==> src/rtl/core/uss_pkg.sv <==
// Shared types and constants for the unique set store.
`default_nettype none
package uss_pkg;

  localparam int DEPTH   = 16;
  localparam int CNT_W   = $clog2(DEPTH + 1);
  localparam int IDX_W   = $clog2(DEPTH);
  localparam int POS_W   = 4;
  localparam int VALUE_W = 32;

  typedef enum logic [1:0] {
    REQ_ADD      = 2'd0,
    REQ_REMOVE   = 2'd1,
    REQ_CONTAINS = 2'd2,
    REQ_READ     = 2'd3
  } req_type_t;

  typedef enum logic [1:0] {
    ST_DONE  = 2'd0,
    ST_DUP   = 2'd1,
    ST_FULL  = 2'd2,
    ST_RANGE = 2'd3
  } status_t;

  typedef struct packed {
    logic load;
    logic shift;
  } cell_ctl_t;

endpackage
`default_nettype wire

==> src/rtl/core/uss_cell.sv <==
// One storage cell of the set: holds an entry, compares it, loads or takes its neighbor.
`default_nettype none
module uss_cell
  import uss_pkg::*;
(
  input  wire logic               clk,
  input  wire cell_ctl_t          ctl,
  input  wire logic               occupied,
  input  wire logic [VALUE_W-1:0] value,
  input  wire logic [VALUE_W-1:0] next_entry,
  output logic      [VALUE_W-1:0] entry,
  output logic                    match
);

  logic [VALUE_W-1:0] entry_r;
  logic [VALUE_W-1:0] entry_nxt;

  always_comb begin
    entry_nxt = entry_r;
    if (ctl.load) begin
      entry_nxt = value;
    end else if (ctl.shift) begin
      entry_nxt = next_entry;
    end
  end

  always_ff @(posedge clk) begin
    entry_r <= entry_nxt;
  end

  assign entry = entry_r;
  assign match = occupied && (entry_r == value);

endmodule
`default_nettype wire

==> config.mk <==
export PLATFORM = sky130hd
export DESIGN_NAME = uss_cell
export DESIGN_NICKNAME = d
export VERILOG_FILES = /design/src/rtl/core/uss_pkg.sv /design/src/rtl/core/uss_cell.sv
export SDC_FILE = /design/constraint.sdc
export NUM_CORES = 1
export LEC_CHECK = 0
export BUFFER_PORTS_ARGS = -buffer_cell sky130_fd_sc_hd__buf_2
export CAP_MARGIN = 10
export CELL_PAD_IN_SITES_DETAIL_PLACEMENT = 1
export CELL_PAD_IN_SITES_GLOBAL_PLACEMENT = 2
export CORE_MARGIN = 8
export CORE_UTILIZATION = 24
export DETAILED_ROUTE_END_ITERATION = 12
export MAX_ROUTING_LAYER = met4
export PLACE_DENSITY_LB_ADDON = 0.1
export SLEW_MARGIN = 0
export SYNTH_ARGS = -nofsm -noshare
export SYNTH_HDL_FRONTEND = slang
export SYNTH_SLANG_ARGS = --single-unit
export TNS_END_PERCENT = 30
==> constraint.sdc <==
create_clock -name clk -period 1.49 [get_ports clk]
set_input_delay 0.298 -clock clk [delete_from_list [all_inputs] [get_ports clk]]
set_output_delay 0.298 -clock clk [all_outputs]
set_load 0.03 [all_outputs]
==> results.md <==
- Clock network power share: 0.254
- Startpoint types: flip-flop
- Register bit total from synthesis: 32
- CTS buffer count: 5
- Number of max-cap violations: 0
- Post-CTS setup buffers: 0
- Ys async rst share: 0
- Fmax: 0.460 GHz
- # diodes: 0
- Status: finished, violations left
- Synthesized-area fraction occupied by adder cells: 0
- Core Util, Final: 0.372
- Core Rows: 30
- Inst Count DP: 318
- YS warnings: 0
- Clock-pin slew on the worst setup and hold paths: 0.07 ns
- Clk root buf: clkbuf_8
- Crit path buf inv count: 2
- CP arrival: 1.87 ns
- Vias in the first global route: 1655
- Switch share: 0.314
- Antenna Nets Post-Route: 0
- Compound-Gate Fraction of Synth Area: 0.0139
- Number of flip-flops in the largest register: 32
- Sequential share of power: 0.468
- Distinct cells, synth: 15
- Iter 0 DRT Violations: 52
- Top post-synthesis cells by count: 32 x edfxtp_1, 32 x mux2_2, 27 x xor2_1
- Failing checks: negative setup slack
- Post-synth EDFFs: 32
- Top Family by Delay on Critical Path: simple AND/OR/NAND/NOR gates
- Worst slew pin tran: 0.474 ns
- Critical path origin: entry[9]
- Hold_buf cts: 0
- Post-placement cell area: 0.00243 mm^2
- Mux contribution to synthesized area: 0.211
- Die height: 100 um
- RD Place Congestion: 0.726
- CP required: 1.19 ns
- Port Buffers: 100
- Period utilisation layout: 1.46
- Hold Vio Cnt, Final: 0
- Slew HR: 0.684
- Die area: 0.0101 mm^2
- Area grow syn2layout: 48.6%
- Post-Layout Cell Count: 326
- Setup crit end kind: output pin
- Total track usage: 0.111
- Drt wl/cell: 15.9 um
- Pwr per Cell Area: 988 mW/mm^2
- Sink Count: 32
- Crit-path max FO: 2
- Initial antenna violation count: 0
- VDD IR max: 0.393 mV
- Core ar.: 0.00683 mm^2
- First-pass GRT wire length: 8.37 mm
- Clock Tree Buf Depth: 2
- Remaining Overflow, GRT: 0
- Pin count of the biggest net entering global routing: 33
- # DRC: 0
- Ratio of cells with drive above 1 in the final layout: 0.687
- Slew Viols, Final: 0
- P_sw: 0.000788 W
- Worst Hold Launch: next_entry[10]
- Internal: 0.00172 W
- Final worst path period need: 2.17 ns
- Final setup viols: 1
- Pwr Total: 0.00251 W
- Vias per Instance: 4.08
- Crit path max-delay cell type: edfxtp_1
- Cells after synthesis: 113
- H-tree level count: 2
- Synthesized net count: 181
- Synth area leader: edfxtp_1
- Synth top area cells: edfxtp_1 56%, mux2_2 21%, xor2_1 14%, nor4_1 2.2%, xnor2_1 2.0%
- CP Class: reg2out
- Mapped Area: 0.00171 mm^2
- Worst path max stage delay: 0.40 ns
- IO Pins: 101
- RSZ-0062 raised after global routing: true
- Largest family of logic cells by synthesized area: multiplexers
- Final Instance Area: 0.00254 mm^2
- Die X: 100 um
- Total Nets Final: 297
- Power share of the combinational group: 0.278
- Top_reg_cell synth: edfxtp_1
- Leak Pwr: 1.11 nW
- Final setup margin: -0.682 ns
- Drt first pass iters: 3
- Post-place setup slack: -0.612 ns
- Initial Utilization: 0.250
- Hold EP: entry[10]
- Vias post-DR: 1329
- Syn_area_per_cell: 15.1 um^2
- Simple-gate share of the synthesized area: 0.0417
- Hold depth: 2
- Sequential-to-total area share from yosys stat: 0.562
- Post-synthesis xor/xnor area fraction: 0.159
- CTS tree: yes
- CP Cell Sequence: xor2_1 -> nor4_2 -> buf_4 -> nand4_1 -> nor4_4 -> buf_6
- Hold crit path type: in2reg
- Total Wirelength: 5.17 mm
- Post-synth top area share: 0.562
- Post-DP HPWL: 4.18 mm
-- power groups by stage --
stage / Clock (W) / Combinational (W) / Sequential, W
finish: 0.000637 / 0.000698 / 0.00118
global route: 0.000705 / 0.000757 / 0.00119
CTS: 0.000676 / 0.000709 / 0.00118
detailed placement: 0 / 0.000698 / 0.00120
global placement: 0 / 0.000689 / 0.00119
floorplan: 0 / 0.000201 / 0.00139
-- final cells by class --
cell class	count	area (um^2)
multi-input combinational	76	757
tap	96	120
clock buffer	5	68.8
sequential	32	961
inverter	1	3.75
fill	771	4290
clock inverter	3	13.8
timing repair buffer	113	617
-- placed cells by master, fill, tap and decap left out --
| master | n |
|---|---|
| buf_12 | 1 |
| nor4_2 | 3 |
| nand2_1 | 1 |
| mux2_2 | 32 |
| clkinv_2 | 2 |
| buf_4 | 12 |
| edfxtp_1 | 32 |
| buf_2 | 99 |
| buf_6 | 1 |
| or2_4 | 1 |
| xor2_1 | 27 |
| inv_1 | 1 |
| clkbuf_8 | 5 |
| clkinv_1 | 1 |
| nor4_4 | 1 |
| o2111ai_1 | 1 |
| nand4_1 | 1 |
| xnor2_1 | 4 |
| a2111oi_2 | 1 |
| nand3_1 | 1 |
| nor4_1 | 3 |
-- layer usage --
metal	track usage	up-vias	part of all wire
li1	-	655	-
met1	0.110	616	0.38
met2	0.201	53	0.54
met3	0.0381	5	0.070
met4	0.0314	0	0.0077
met5	-	-	0
-- logic make-up after synthesis --
kind of cell / after synthesis
AO/OA/AOI/OAI: 2
XOR/XNOR: 31
buffers and inverters: 5
flip-flops: 32
multiplexers: 32
AND/OR/NAND/NOR: 11
-- worst max path at each step --
| stage | end | slack (ns) | cells past startpoint |
|---|---|---|---|
| detailed placement | match | -0.61 | 7 |
| global placement | match | -0.62 | 7 |
| floorplan | match | -0.45 | 4 |
| global route | match | -0.87 | 6 |
| finish | match | -0.68 | 6 |
| CTS | match | -0.77 | 6 |
-- stage by stage --
| stage | hold slack [ns] | TNS [ns] |
|---|---|---|
| after floorplan | 0.518 | -0.452 |
| after global placement | 0.600 | -0.620 |
| after detailed placement | 0.604 | -0.612 |
| after CTS | 0.299 | -0.766 |
| after global routing | 0.298 | -0.869 |
| final | 0.311 | -0.682 |
-- timing repair --
action | 4_1_cts | 5_1_grt
cloned | 0 | 0
endpoints found under the setup margin | 1 | 1
pin swaps | 2 | 1
gates resized for setup | 4 | 1
(Power assumes the default switching activity.)
